## config.mk

```make
export PLATFORM = sky130hd
export DESIGN_NAME = timestamp_set_assembler
export DESIGN_NICKNAME = d
export VERILOG_FILES = /design/src/sv/tsa_pkg.sv /design/src/sv/timestamp_set_assembler.sv /design/src/sv/tsa_ring.sv
export SDC_FILE = /design/constraint.sdc
export NUM_CORES = 2
export LEC_CHECK = 0
export ABC_AREA = 1
export BUFFER_PORTS_ARGS = -buffer_cell sky130_fd_sc_hd__clkbuf_2
export CAP_MARGIN = 10
export CORE_MARGIN = 1
export CORE_UTILIZATION = 37
export DETAILED_ROUTE_END_ITERATION = 8
export HOLD_SLACK_MARGIN = 0.03
export REMOVE_ABC_BUFFERS = 1
export SLEW_MARGIN = 0
export SYNTH_ARGS = -nofsm -noshare
export SYNTH_HDL_FRONTEND = slang
export SYNTH_SLANG_ARGS = --single-unit
```

## constraint.sdc

```tcl
create_clock -name clk_i -period 11.4 [get_ports clk_i]
set_input_delay 2.28 -clock clk_i [delete_from_list [all_inputs] [get_ports clk_i]]
set_output_delay 2.28 -clock clk_i [all_outputs]
set_load 0.01 [all_outputs]
```

## src/sv/tsa_pkg.sv

```systemverilog
// Package for the timestamp set assembler: field widths, status and register
// codes, the item and result structs, and the small pointer modulo table.
// Has no dependencies; every other file of the block refers to it by scope.
package tsa_pkg;

  localparam int unsigned STAMP_W    = 63;
  localparam int unsigned SLOT_W     = 3;
  localparam int unsigned STATUS_W   = 3;
  localparam int unsigned IDX_W      = 3;
  localparam int unsigned OUT_MASK_W = 8;
  localparam int unsigned CFG_W      = 4;
  localparam int unsigned CFG_IDX_W  = 2;

  // The depth register is four bits wide, so no more than this many ring
  // entries can ever be in use.
  localparam int unsigned MAX_DEPTH = 15;
  localparam int unsigned MAX_TYPES = 15;

  localparam int unsigned RING_DEPTH_DEF = 8;
  localparam int unsigned TYPE_COUNT_DEF = 8;

  localparam logic [CFG_W-1:0] TYPES_RESET = 4'd8;
  localparam logic [CFG_W-1:0] DEPTH_RESET = 4'd5;

  typedef enum logic [STATUS_W-1:0] {
    ST_PARTIAL   = 3'd0,
    ST_COMPLETE  = 3'd1,
    ST_DUPLICATE = 3'd2,
    ST_LATE      = 3'd3,
    ST_BAD_SLOT  = 3'd4
  } status_e;

  typedef enum logic [CFG_IDX_W-1:0] {
    CFG_TYPES_IN_USE  = 2'd0,
    CFG_HISTORY_DEPTH = 2'd1
  } cfg_index_e;

  typedef struct packed {
    logic [STAMP_W-1:0] stamp;
    logic [SLOT_W-1:0]  slot;
  } item_t;

  typedef struct packed {
    status_e               status;
    logic [IDX_W-1:0]      entry_index;
    logic [OUT_MASK_W-1:0] set_mask;
    logic                  evicted;
    logic [STAMP_W-1:0]    evicted_stamp;
    logic [OUT_MASK_W-1:0] evicted_mask;
  } result_t;

  // Table of a mod b for four-bit a and b, indexed by {a, b}. Built at
  // elaboration by repeated subtraction; b of zero is never looked up.
  typedef logic [CFG_W-1:0] mod_tab_t [256];

  function automatic mod_tab_t build_mod_table();
    mod_tab_t tab;
    int unsigned r;
    for (int unsigned a = 0; a < 16; a++) begin
      for (int unsigned b = 0; b < 16; b++) begin
        r = a;
        for (int unsigned s = 0; s < 16; s++) begin
          if (b != 0 && r >= b) begin
            r = r - b;
          end
        end
        tab[a * 16 + b] = CFG_W'(r);
      end
    end
    return tab;
  endfunction

  localparam mod_tab_t MOD_TABLE = build_mod_table();

endpackage

```

## src/sv/timestamp_set_assembler.sv

```systemverilog
// Words pass from the input register through the combinational ring lookup to the
// registered ring update and output register; one word per cycle while results are taken.
// The output register lets a new word enter while a result waits to be taken.
// Reset (rst_ni low, asynchronous): all entries empty, pointer at entry 0,
// types_in_use 8, history_depth 5, both stages empty. Depends on tsa_pkg, tsa_ring.
module timestamp_set_assembler #(
  parameter int unsigned RING_DEPTH = tsa_pkg::RING_DEPTH_DEF,
  parameter int unsigned TYPE_COUNT = tsa_pkg::TYPE_COUNT_DEF
) (
  input  logic                              clk_i,
  input  logic                              rst_ni,
  input  logic                              cfg_we_i,
  input  logic [tsa_pkg::CFG_IDX_W-1:0]     cfg_index_i,
  input  logic [tsa_pkg::CFG_W-1:0]         cfg_data_i,
  input  logic                              in_valid_i,
  output logic                              in_ready_o,
  input  logic [tsa_pkg::STAMP_W-1:0]       timestamp_i,
  input  logic [tsa_pkg::SLOT_W-1:0]        type_slot_i,
  output logic                              out_valid_o,
  input  logic                              out_ready_i,
  output logic [tsa_pkg::STATUS_W-1:0]      status_o,
  output logic [tsa_pkg::IDX_W-1:0]         entry_index_o,
  output logic [tsa_pkg::OUT_MASK_W-1:0]    set_mask_o,
  output logic                              evicted_o,
  output logic [tsa_pkg::STAMP_W-1:0]       evicted_stamp_o,
  output logic [tsa_pkg::OUT_MASK_W-1:0]    evicted_mask_o
);

  // Configuration registers, stored raw; clamping happens in the ring.
  logic [tsa_pkg::CFG_W-1:0] types_q, depth_q;

  // Input register: holds one accepted word until the ring processes it.
  logic           in_vq;
  tsa_pkg::item_t item_q;

  // Output register: holds one result until the consumer takes it.
  logic             out_vq;
  tsa_pkg::result_t res_q;
  tsa_pkg::result_t res_d;

  logic step;

  // The ring processes the held word whenever the output register is free
  // or is being emptied in this same cycle. The input side then refills.
  assign step       = in_vq && (!out_vq || out_ready_i);
  assign in_ready_o = !in_vq || step;

  always_ff @(posedge clk_i or negedge rst_ni) begin
    if (!rst_ni) begin
      types_q <= tsa_pkg::TYPES_RESET;
      depth_q <= tsa_pkg::DEPTH_RESET;
    end else if (cfg_we_i) begin
      case (cfg_index_i)
        tsa_pkg::CFG_TYPES_IN_USE:  types_q <= cfg_data_i;
        tsa_pkg::CFG_HISTORY_DEPTH: depth_q <= cfg_data_i;
        default: ;
      endcase
    end
  end

  always_ff @(posedge clk_i or negedge rst_ni) begin
    if (!rst_ni) begin
      in_vq <= 1'b0;
    end else if (in_ready_o) begin
      in_vq <= in_valid_i;
    end
  end

  always_ff @(posedge clk_i) begin
    if (in_ready_o && in_valid_i) begin
      item_q.stamp <= timestamp_i;
      item_q.slot  <= type_slot_i;
    end
  end

  tsa_ring #(
    .RING_DEPTH (RING_DEPTH),
    .TYPE_COUNT (TYPE_COUNT)
  ) u_ring (
    .clk_i           (clk_i),
    .rst_ni          (rst_ni),
    .step_i          (step),
    .item_i          (item_q),
    .types_in_use_i  (types_q),
    .history_depth_i (depth_q),
    .res_o           (res_d)
  );

  always_ff @(posedge clk_i or negedge rst_ni) begin
    if (!rst_ni) begin
      out_vq <= 1'b0;
    end else if (step) begin
      out_vq <= 1'b1;
    end else if (out_ready_i) begin
      out_vq <= 1'b0;
    end
  end

  always_ff @(posedge clk_i) begin
    if (step) begin
      res_q <= res_d;
    end
  end

  assign out_valid_o     = out_vq;
  assign status_o        = res_q.status;
  assign entry_index_o   = res_q.entry_index;
  assign set_mask_o      = res_q.set_mask;
  assign evicted_o       = res_q.evicted;
  assign evicted_stamp_o = res_q.evicted_stamp;
  assign evicted_mask_o  = res_q.evicted_mask;

  a_step_yields_result: assert property (@(posedge clk_i) disable iff (!rst_ni)
    step |=> out_vq)
    else $error("processed word produced no result");

  a_held_word_kept: assert property (@(posedge clk_i) disable iff (!rst_ni)
    in_vq && !step |=> in_vq && $stable(item_q))
    else $error("held word lost before processing");

  a_no_overwrite: assert property (@(posedge clk_i) disable iff (!rst_ni)
    out_vq && !out_ready_i |-> !step)
    else $error("waiting result overwritten");

endmodule

```

## src/sv/tsa_ring.sv

```systemverilog
// Ring of history entries for the timestamp set assembler: entry storage,
// the current pointer, the lookup against the registered word and the update.
// Depends on tsa_pkg.
module tsa_ring #(
  parameter int unsigned RING_DEPTH = tsa_pkg::RING_DEPTH_DEF,
  parameter int unsigned TYPE_COUNT = tsa_pkg::TYPE_COUNT_DEF
) (
  input  logic                       clk_i,
  input  logic                       rst_ni,
  input  logic                       step_i,
  input  tsa_pkg::item_t             item_i,
  input  logic [tsa_pkg::CFG_W-1:0]  types_in_use_i,
  input  logic [tsa_pkg::CFG_W-1:0]  history_depth_i,
  output tsa_pkg::result_t           res_o
);

  localparam int unsigned STORE_DEPTH =
    (RING_DEPTH < tsa_pkg::MAX_DEPTH) ? RING_DEPTH : tsa_pkg::MAX_DEPTH;
  localparam int unsigned PTR_W = $clog2(STORE_DEPTH);
  localparam int unsigned MASK_W =
    (TYPE_COUNT < tsa_pkg::OUT_MASK_W) ? TYPE_COUNT : tsa_pkg::OUT_MASK_W;
  localparam int unsigned TYPES_CLAMP =
    (TYPE_COUNT < tsa_pkg::MAX_TYPES) ? TYPE_COUNT : tsa_pkg::MAX_TYPES;
  localparam int unsigned CW = tsa_pkg::CFG_W;
  localparam int unsigned NEED_W = 16;

  logic [tsa_pkg::STAMP_W-1:0] stamps_q [STORE_DEPTH];
  logic [MASK_W-1:0]           masks_q  [STORE_DEPTH];
  logic [PTR_W-1:0]            cur_q;

  logic [CW-1:0] depth, types;
  logic [CW-1:0] cur, prev1, prev2, nxt, tgt;
  logic [STORE_DEPTH-1:0] eq;
  logic [tsa_pkg::STAMP_W-1:0] stamp_cur, stamp_nxt;
  logic [MASK_W-1:0] mask_nxt, mask_tgt, old_mask, new_mask, slot_bit;
  logic eq_cur, eq_prev1, eq_prev2, eq_nxt;
  logic bad, late, advance, restart, dup, complete, wr_en;
  logic [NEED_W-1:0] need;

  // Effective register values after clamping.
  always_comb begin
    if (history_depth_i == '0) begin
      depth = CW'(1);
    end else if (32'(history_depth_i) > STORE_DEPTH) begin
      depth = CW'(STORE_DEPTH);
    end else begin
      depth = history_depth_i;
    end
    if (types_in_use_i == '0) begin
      types = CW'(1);
    end else if (32'(types_in_use_i) > TYPES_CLAMP) begin
      types = CW'(TYPES_CLAMP);
    end else begin
      types = types_in_use_i;
    end
  end

  // Pointer arithmetic within the depth in use. The stored pointer may sit
  // beyond a depth that has since shrunk, so it is reduced through the table.
  always_comb begin
    cur = tsa_pkg::MOD_TABLE[{CW'(cur_q), depth}];
    prev1 = (cur == '0) ? depth - CW'(1) : cur - CW'(1);
    if (depth == CW'(1)) begin
      prev2 = cur;
    end else if (cur >= CW'(2)) begin
      prev2 = cur - CW'(2);
    end else begin
      prev2 = cur + depth - CW'(2);
    end
    nxt = (cur + CW'(1) == depth) ? '0 : cur + CW'(1);
  end

  // Every entry compares its own stamp; selections are AND-OR over entries.
  always_comb begin
    stamp_cur = '0;
    stamp_nxt = '0;
    mask_nxt  = '0;
    eq_cur    = 1'b0;
    eq_prev1  = 1'b0;
    eq_prev2  = 1'b0;
    eq_nxt    = 1'b0;
    for (int unsigned k = 0; k < STORE_DEPTH; k++) begin
      eq[k] = (stamps_q[k] == item_i.stamp);
      if (CW'(k) == cur) begin
        stamp_cur = stamp_cur | stamps_q[k];
        eq_cur    = eq_cur | eq[k];
      end
      if (CW'(k) == nxt) begin
        stamp_nxt = stamp_nxt | stamps_q[k];
        mask_nxt  = mask_nxt | masks_q[k];
        eq_nxt    = eq_nxt | eq[k];
      end
      if (CW'(k) == prev1) begin
        eq_prev1 = eq_prev1 | eq[k];
      end
      if (CW'(k) == prev2) begin
        eq_prev2 = eq_prev2 | eq[k];
      end
    end
  end

  // Decide which entry takes the word, or flag it as a bad slot or late.
  always_comb begin
    bad     = ({1'b0, item_i.slot} >= types);
    late    = 1'b0;
    advance = 1'b0;
    restart = 1'b0;
    tgt     = cur;
    if (bad) begin
      tgt = cur;
    end else if (eq_cur) begin
      tgt = cur;
    end else if (item_i.stamp < stamp_cur) begin
      if (eq_prev1) begin
        tgt = prev1;
      end else if (eq_prev2) begin
        tgt = prev2;
      end else begin
        late = 1'b1;
      end
    end else begin
      advance = 1'b1;
      tgt     = nxt;
      restart = !eq_nxt;
    end
  end

  always_comb begin
    mask_tgt = '0;
    for (int unsigned k = 0; k < STORE_DEPTH; k++) begin
      if (CW'(k) == tgt) begin
        mask_tgt = mask_tgt | masks_q[k];
      end
    end
    slot_bit = MASK_W'(1) << item_i.slot;
    old_mask = restart ? '0 : mask_tgt;
    dup      = |(old_mask & slot_bit);
    new_mask = old_mask | slot_bit;
    need     = (NEED_W'(1) << types) - NEED_W'(1);
    complete = ((NEED_W'(new_mask) & need) == need);
    wr_en    = !bad && !late;
  end

  always_comb begin
    res_o = '0;
    if (bad) begin
      res_o.status = tsa_pkg::ST_BAD_SLOT;
    end else if (late) begin
      res_o.status = tsa_pkg::ST_LATE;
    end else begin
      if (dup) begin
        res_o.status = tsa_pkg::ST_DUPLICATE;
      end else if (complete) begin
        res_o.status = tsa_pkg::ST_COMPLETE;
      end else begin
        res_o.status = tsa_pkg::ST_PARTIAL;
      end
      res_o.entry_index = tgt[tsa_pkg::IDX_W-1:0];
      res_o.set_mask    = tsa_pkg::OUT_MASK_W'(new_mask);
      if (restart && (stamp_nxt != '0 || mask_nxt != '0)) begin
        res_o.evicted       = 1'b1;
        res_o.evicted_stamp = stamp_nxt;
        res_o.evicted_mask  = tsa_pkg::OUT_MASK_W'(mask_nxt);
      end
    end
  end

  always_ff @(posedge clk_i or negedge rst_ni) begin
    if (!rst_ni) begin
      cur_q <= '0;
      for (int unsigned k = 0; k < STORE_DEPTH; k++) begin
        stamps_q[k] <= '0;
        masks_q[k]  <= '0;
      end
    end else if (step_i) begin
      if (advance) begin
        cur_q <= nxt[PTR_W-1:0];
      end
      for (int unsigned k = 0; k < STORE_DEPTH; k++) begin
        if (wr_en && CW'(k) == tgt) begin
          masks_q[k] <= new_mask;
          if (restart) begin
            stamps_q[k] <= item_i.stamp;
          end
        end
      end
    end
  end

  a_evict_only_on_store: assert property (@(posedge clk_i) disable iff (!rst_ni)
    res_o.evicted |-> (res_o.status == tsa_pkg::ST_PARTIAL ||
                       res_o.status == tsa_pkg::ST_COMPLETE))
    else $error("eviction reported on a word that was not stored");

  a_late_keeps_pointer: assert property (@(posedge clk_i) disable iff (!rst_ni)
    step_i && !advance |=> cur_q == $past(cur_q))
    else $error("ring pointer moved without a newer timestamp");

  a_pointer_in_range: assert property (@(posedge clk_i) disable iff (!rst_ni)
    step_i && advance |=> 32'(cur_q) < STORE_DEPTH)
    else $error("ring pointer left the stored entries");

endmodule
```

Yosys cells after proc, flatten, opt, wreduce, memory -nomap -nowiden
Memories as Yosys holds them, arrays and structs flattened. Index checks and enable logic that the tools add are counted.

Flip-flop bits (word level): 733. Bits in read-only memories: 1024. Bits of input ports: 77. Output and inout bits: 88. Word-level logic and storage cells: 303. Memories: 1.

$add $sub $neg: 7. Order comparisons: 6. Equality and inequality tests: 47. Shifts and indexed selects: 2. Multiplexer cells: 97. Bitwise gates (word level): 61. Reduce and logical (&&, ||, !) cells: 53.

Memories: (no name shown) (depth 256, width 4, rd ports 1, clocked after Yosys merged registers in 0, wr ports 0, RTL line tsa_ring.sv:61) `cur = tsa_pkg::MOD_TABLE[{CW'(cur_q), depth}];`.

Operators with widths (number): $mux 63 (16); $or 63x63->63 (14); $eq 63x63->1 (8); $mux 8 (17); $or 8x8->8 (15); $eq 3x4->1 const A (20); $mux 72 (1); $lt 63x63->1 (1); $reduce_bool 63->1 (1); $mux 4 (15); $mux 1 (46); $eq 2x4->1 const A (10); $logic_not 4->1 (7); $or 1x1->1 (28); $reduce_and 3->1 (8); $reduce_and 2->1 (11); $eq 1x4->1 const A (5); $and 8x16->16 (1); $eq 16x16->1 (1); $shl 1x4->16 const A (1); $sub 16x2->16 const B (1); $logic_and 1x1->1 (12); $ge 9x9->1 const B (1); $not 7->9 (1); 22 further kinds (32).

Longest topological paths before layout
Depth in word-level cells: 55. Gate-level depth with buffers: 52. Mapped depth without buffers: 48.

By module
Synthesis repeated with hierarchy kept, for this count alone.

Cell total of the unflattened synthesis: 5575. Area total of the unflattened synthesis: 43863.3 µm².

By module, submodules not included: tsa_ring (times used 1, cells each 5375, area an instance 38867.3 µm², seq. area each 14288.7 µm²); timestamp_set_assembler (times used 1, cells each 200, area an instance 4996.0 µm², seq. area each 4818.4 µm²).

Worst setup path before layout
Ideal clock, no wire load.

Path kind: register -> register. From: register depth_q[2] (netlist name). To: register res_q, in the netlist status_o[1], data pin. Setup time: 0.250 ns. Arrival time: 5.673 ns. Data required time: 11.150 ns. Path slack: 5.478 ns. Stages on the path, launching flop included: 43. Path buffers: 3. Period minus slack after synthesis: 5.922 ns. Cells stage by stage: dfstp_2 o21ai_1 nand2_1 inv_1 ha_1 nand2_1 nand3_1 a32o_1 nand2_1 inv_1 ha_1 nand2_1 inv_1 clkbuf_1 buf_1 a221oi_1 o221ai_1 a221oi_1 [... 7 more ...] nand2_4 nand2_1 nand3_1 nand2_1 nor2_4 buf_4 nand3_1 nand2_1 nor2_1 nand2_1 nand3_1 nand2_1 inv_1 nand2_1 nor2_1 nand2_1 nand2_1 inv_1.

Cells in the longest elaborated chain, start to end: 53. Elaborated cells between the ends (all ways): 171. Classes of those cells: 6 x add/sub; 3 x order compare; 37 x eq/ne; 72 x mux; 44 x bitwise; 8 x reduce/logical; 1 x memory.

Ends and longest elaborated chain: from (decl) (RTL line timestamp_set_assembler.sv:30) `logic [tsa_pkg::CFG_W-1:0] types_q, depth_q;`; from (signal assigned) (RTL line timestamp_set_assembler.sv:51) `depth_q <= tsa_pkg::DEPTH_RESET;`; from (signal assigned) (RTL line timestamp_set_assembler.sv:55) `tsa_pkg::CFG_HISTORY_DEPTH: depth_q <= cfg_data_i;`; $gt 4x4->1 (RTL line tsa_ring.sv:44) `end else if (32'(history_depth_i) > STORE_DEPTH) begin`; $mux 4 (RTL line tsa_ring.sv:44); $mux 4 * (RTL line tsa_ring.sv:42) `if (history_depth_i == '0) begin`; $not 7->9 (not written as such) (RTL line tsa_ring.sv:61); $mem_v2 256x4; $mux 4 (not written as such) (2 in series) (RTL line tsa_ring.sv:61); $add 4x4->4 (RTL line tsa_ring.sv:68) `prev2 = cur + depth - CW'(2);`; $sub 4x2->4 (RTL line tsa_ring.sv:68); [... 36 more ...]; $mux 8 (RTL line tsa_ring.sv:131) `if (CW'(k) == tgt) begin`; $or 8x8->8 (RTL line tsa_ring.sv:132) `mask_tgt = mask_tgt | masks_q[k];`; $mux 8 (RTL line tsa_ring.sv:131); $mux 8 (RTL line tsa_ring.sv:136) `old_mask = restart ? '0 : mask_tgt;`; $and 8x8->8 (RTL line tsa_ring.sv:137) `dup = |(old_mask & slot_bit);`; $reduce_or 8->1 (RTL line tsa_ring.sv:137); $mux 3 (RTL line tsa_ring.sv:151) `if (dup) begin`; $mux 3 * (RTL line tsa_ring.sv:148) `end else if (late) begin`; to (signal assigned) (RTL line timestamp_set_assembler.sv:101) `res_q <= res_d;`; to (decl) (RTL line timestamp_set_assembler.sv:38) `tsa_pkg::result_t res_q;`.

Mark *: on every way between the ends. The rest lies on a longest branch, timed or not. The select of a mux whose other input is x is not followed. A chain may end at the register's enable or synchronous reset.

Worst setup path after layout
From: register depth_q[3] (netlist name). To: register u_ring.stamps_q[203] (netlist name).

Cells in the longest elaborated chain, start to end: 36. Elaborated cells between the ends (all ways): 148. Classes of those cells: 6 x add/sub; 3 x order compare; 31 x eq/ne; 61 x mux; 36 x bitwise; 10 x reduce/logical; 1 x memory.

Ends and longest elaborated chain: $gt 4x4->1 (RTL line tsa_ring.sv:44); $mux 4 (RTL line tsa_ring.sv:44); $mux 4 * (RTL line tsa_ring.sv:42); branches (longest 32 deep; another with $mem_v2 256x4); $reduce_and 3->1 (no line) *; to (signal, indexed assignment) (RTL line tsa_ring.sv:183) `stamps_q[k] <= item_i.stamp;`; to (decl) (RTL line tsa_ring.sv:27) `logic [tsa_pkg::STAMP_W-1:0] stamps_q [STORE_DEPTH];`.

Every way passes the cells marked *. The select of a mux whose other input is x is not followed.

==> results.cfg <==
[sta]
finalHoldViolations = 0
worst_slew_pin_slew_ps = 1400
max_freq_ghz = 0.0985
finalMaxSlewViolations = 0
finalCritPeriodShare_pct = 89.0
rsz0062_at_grt = false
setup_viol_count_final = 0
slew_headroom_pct = 5.63
clock_skew_ps = 43.5
fin_setup_tns_ps = 0
period_needed_ps = 10150

[power_and_ir_drop]
ir_drop_mv = 0.252
p_total_mw = 16.0
pwr_density_cell_nw_per_um2 = 334
leakage_nw = 20.4

[critical_path]
crit_path_end = u_ring.stamps_q[203]
cp_max_fo = 91
crit_path_end_kind = register
cp.arrival_ps = 10690
criticalPathCategory = register to register
r2r_slack_ps = 1250
crit_top_cell = nand2_1
rr_startpoint = depth_q[3]
timing.rr.end = u_ring.stamps_q[203]
startpoint_type = register
slowest_delay_ps = 1130
critical_path.slowest_cell = nor4_1
required_ps = 11940
r2r_cells = 34
crit_start = depth_q[3]

[route]
routed_wirelength_mm = 175
routed-via-count = 40766
drt-initial-drc-count = 5721
drc = 0
antenna_left = 0
firstDrtPassIters = 9
via_per_inst = 5.84
wl_per_cell_um = 25.1

[cts]
post-cts-setup-buffers = 0
cts_root_buf = clkbuf_16
clkSinkCount = 733
htreeDepth = 3
cts_tree = done
cts_hold_buf = 0
cts_max_path_buffers = 3
path_clk_slew_ps = 60
numCtsBuffers = 85
ctsResizeCount = 0
clock_latency_ps = 700

[synthesis]
yosysUniqueCellTypes = 62
syn_area_sq_um = 43400
synth_edf_count = 152
yosys_warnings = 0
synthArstFlopShare_pct = 79.3
avgSynthCellArea_sq_um = 8.03
yosysSeqAreaShare_pct = 44.0
syn_inst = 5409
ys_ff_latch = 733
ys.flop_type = dfrtp_1

[die]
die_h_um = 345
initial_core_util_pct = 37.3
ios = 165
rows = 125
chipWidth_um = 345
dieArea_sq_um = 119000
core_area_sq_um = 116000

[grt]
antenna_found_initial = 9
grt_pass1_wl_mm = 256
grt_max_degree = 159
grt_pass1_vias = 37850
overflow = 0
grtUsageTotal_pct = 29.1

[final_layout]
num-nets-final = 5553
final_cell_mix = nand2_1 (1203), o21ai_0 (625), dfrtp_1 (578)
final_common_cell = nand2_1
fin_area_sq_um = 47800
antenna_cells = 0
drive_gt1_share_pct = 8.86
syn_to_final_growth_pct = 10.0

[placement]
place_area_sq_um = 45100
dp_hpwl_mm = 117
port_buffers = 164
place_congestion = 0.990

[flow_run]
cap_violations = 0

[status]
status = complete, no violations

[worst_hold_path]
hp-class = register to register
-- cells by family after synthesis --
logic type,after synthesis,synth area share [%]
compound gates,1388,18.4
xor+xnor,326,6.57
fa+ha+maj,84,2.44
buf+inv,908,8.98
flops,733,44.0
mux,11,0.285
other cells,1,0.00863
simple gates,1958,19.3
-- per-layer routing --
| metal | up-vias | part of all wire, % | track usage (%) |
|---|---|---|---|
| li1 | 18245 | - | - |
| met2 | 2557 | 42 | 42.9 |
| met4 | 8 | 5.4 | 14.5 |
| met3 | 509 | 11 | 6.50 |
| met5 | - | 0.031 | 0 |
| met1 | 19447 | 41 | 40.0 |
-- Yosys cell counts, types with 4 or more instances --
cell type | count | share of area (%)
nand2_1 | 1210 | 10
o21ai_0 | 625 | 7.2
dfrtp_1 | 578 | 33
inv_1 | 547 | 4.7
nor2_1 | 278 | 2.4
a21oi_1 | 263 | 3.0
nand3_1 | 166 | 1.9
xor2_1 | 166 | 3.3
o22ai_1 | 165 | 2.4
xnor2_1 | 160 | 3.2
edfxtp_1 | 152 | 11
clkbuf_1 | 147 | 1.3
buf_2 | 127 | 1.5
nand4_1 | 117 | 1.7
a221oi_1 | 105 | 2.1
o21ai_1 | 96 | 1.1
ha_1 | 83 | 2.4
nor3_1 | 74 | 0.85
o221ai_1 | 41 | 0.83
buf_6 | 34 | 0.88
nor4_1 | 24 | 0.35
a22oi_1 | 23 | 0.40
inv_2 | 23 | 0.20
nand2_2 | 22 | 0.32
o2111ai_1 | 22 | 0.44
buf_4 | 20 | 0.35
nor2_4 | 15 | 0.39
or2_2 | 14 | 0.20
mux2_2 | 11 | 0.29
o211ai_1 | 11 | 0.19
a2111oi_0 | 10 | 0.20
a211oi_1 | 10 | 0.17
nand3b_1 | 7 | 0.12
buf_1 | 6 | 0.052
nand3_2 | 6 | 0.14
nor2_2 | 6 | 0.086
nand2_4 | 5 | 0.13
nor3b_1 | 4 | 0.069
o21ai_2 | 4 | 0.081
-- worst max-delay path, delay by kind of cell, from the launching register on --
kind | cells | cell delay [ps]
DFF | 1 | 560
buffers and inverters | 7 | 2100
AOI/OAI and AO/OA | 7 | 1540
adders and majority gates | 3 | 890
and+or+nand+nor | 17 | 4790
-- where the power goes --
| part | total, mW | switching, mW | internal (mW) |
|---|---|---|---|
| Combinational | 8.64 | 6.23 | 2.41 |
| Clock | 2.78 | 1.20 | 1.58 |
| Sequential | 4.56 | 0.932 | 3.63 |
| Total | 16.0 | 8.36 | 7.63 |
-- worst min-delay path by stage --
stage	start	end	slack [ps]	cells after the start
finish	u_ring.stamps_q[121]	u_ring.stamps_q[121]	510	2
global route	depth_q[0]	depth_q[0]	520	2
CTS	depth_q[0]	depth_q[0]	510	2
detailed placement	u_ring.stamps_q[181]	u_ring.stamps_q[181]	500	2
global placement	u_ring.stamps_q[443]	u_ring.stamps_q[443]	490	2
floorplan	depth_q[0]	depth_q[0]	470	2
-- metrics by stage --
stage | hold slack (ps) | worst slack, ps | util, % | std cells
2_1_floorplan | 470 | 3510 | - | 5075
3_3_place_gp | 490 | 2130 | 38.7 | 6827
3_5_place_dp | 497 | 1910 | 38.7 | 6828
4_1_cts | 512 | 1830 | 41.1 | 6984
5_1_grt | 522 | 707 | 41.1 | 6985
6_report | 511 | 1250 | 41.1 | 6985
-- registers in the layout, summed over array words and instances (netlist names), 4 cells and up --
name and count:
u_ring.masks_q 64, set_mask_o 8, evicted_stamp_o 63, item_q 66
depth_q 4, types_q 4, u_ring.stamps_q 504, evicted_mask_o 8
-- cell type report --
cell class / count / area, sq um
clock buffers: 110 / 2300
clock inverters: 46 / 432
fillers: 11786 / 68600
inverters: 574 / 2160
multi-input cells: 3768 / 20500
flip-flops and latches: 733 / 19100
well taps: 1524 / 1910
repair buffers: 230 / 1380
(Power assumes the default switching activity.)
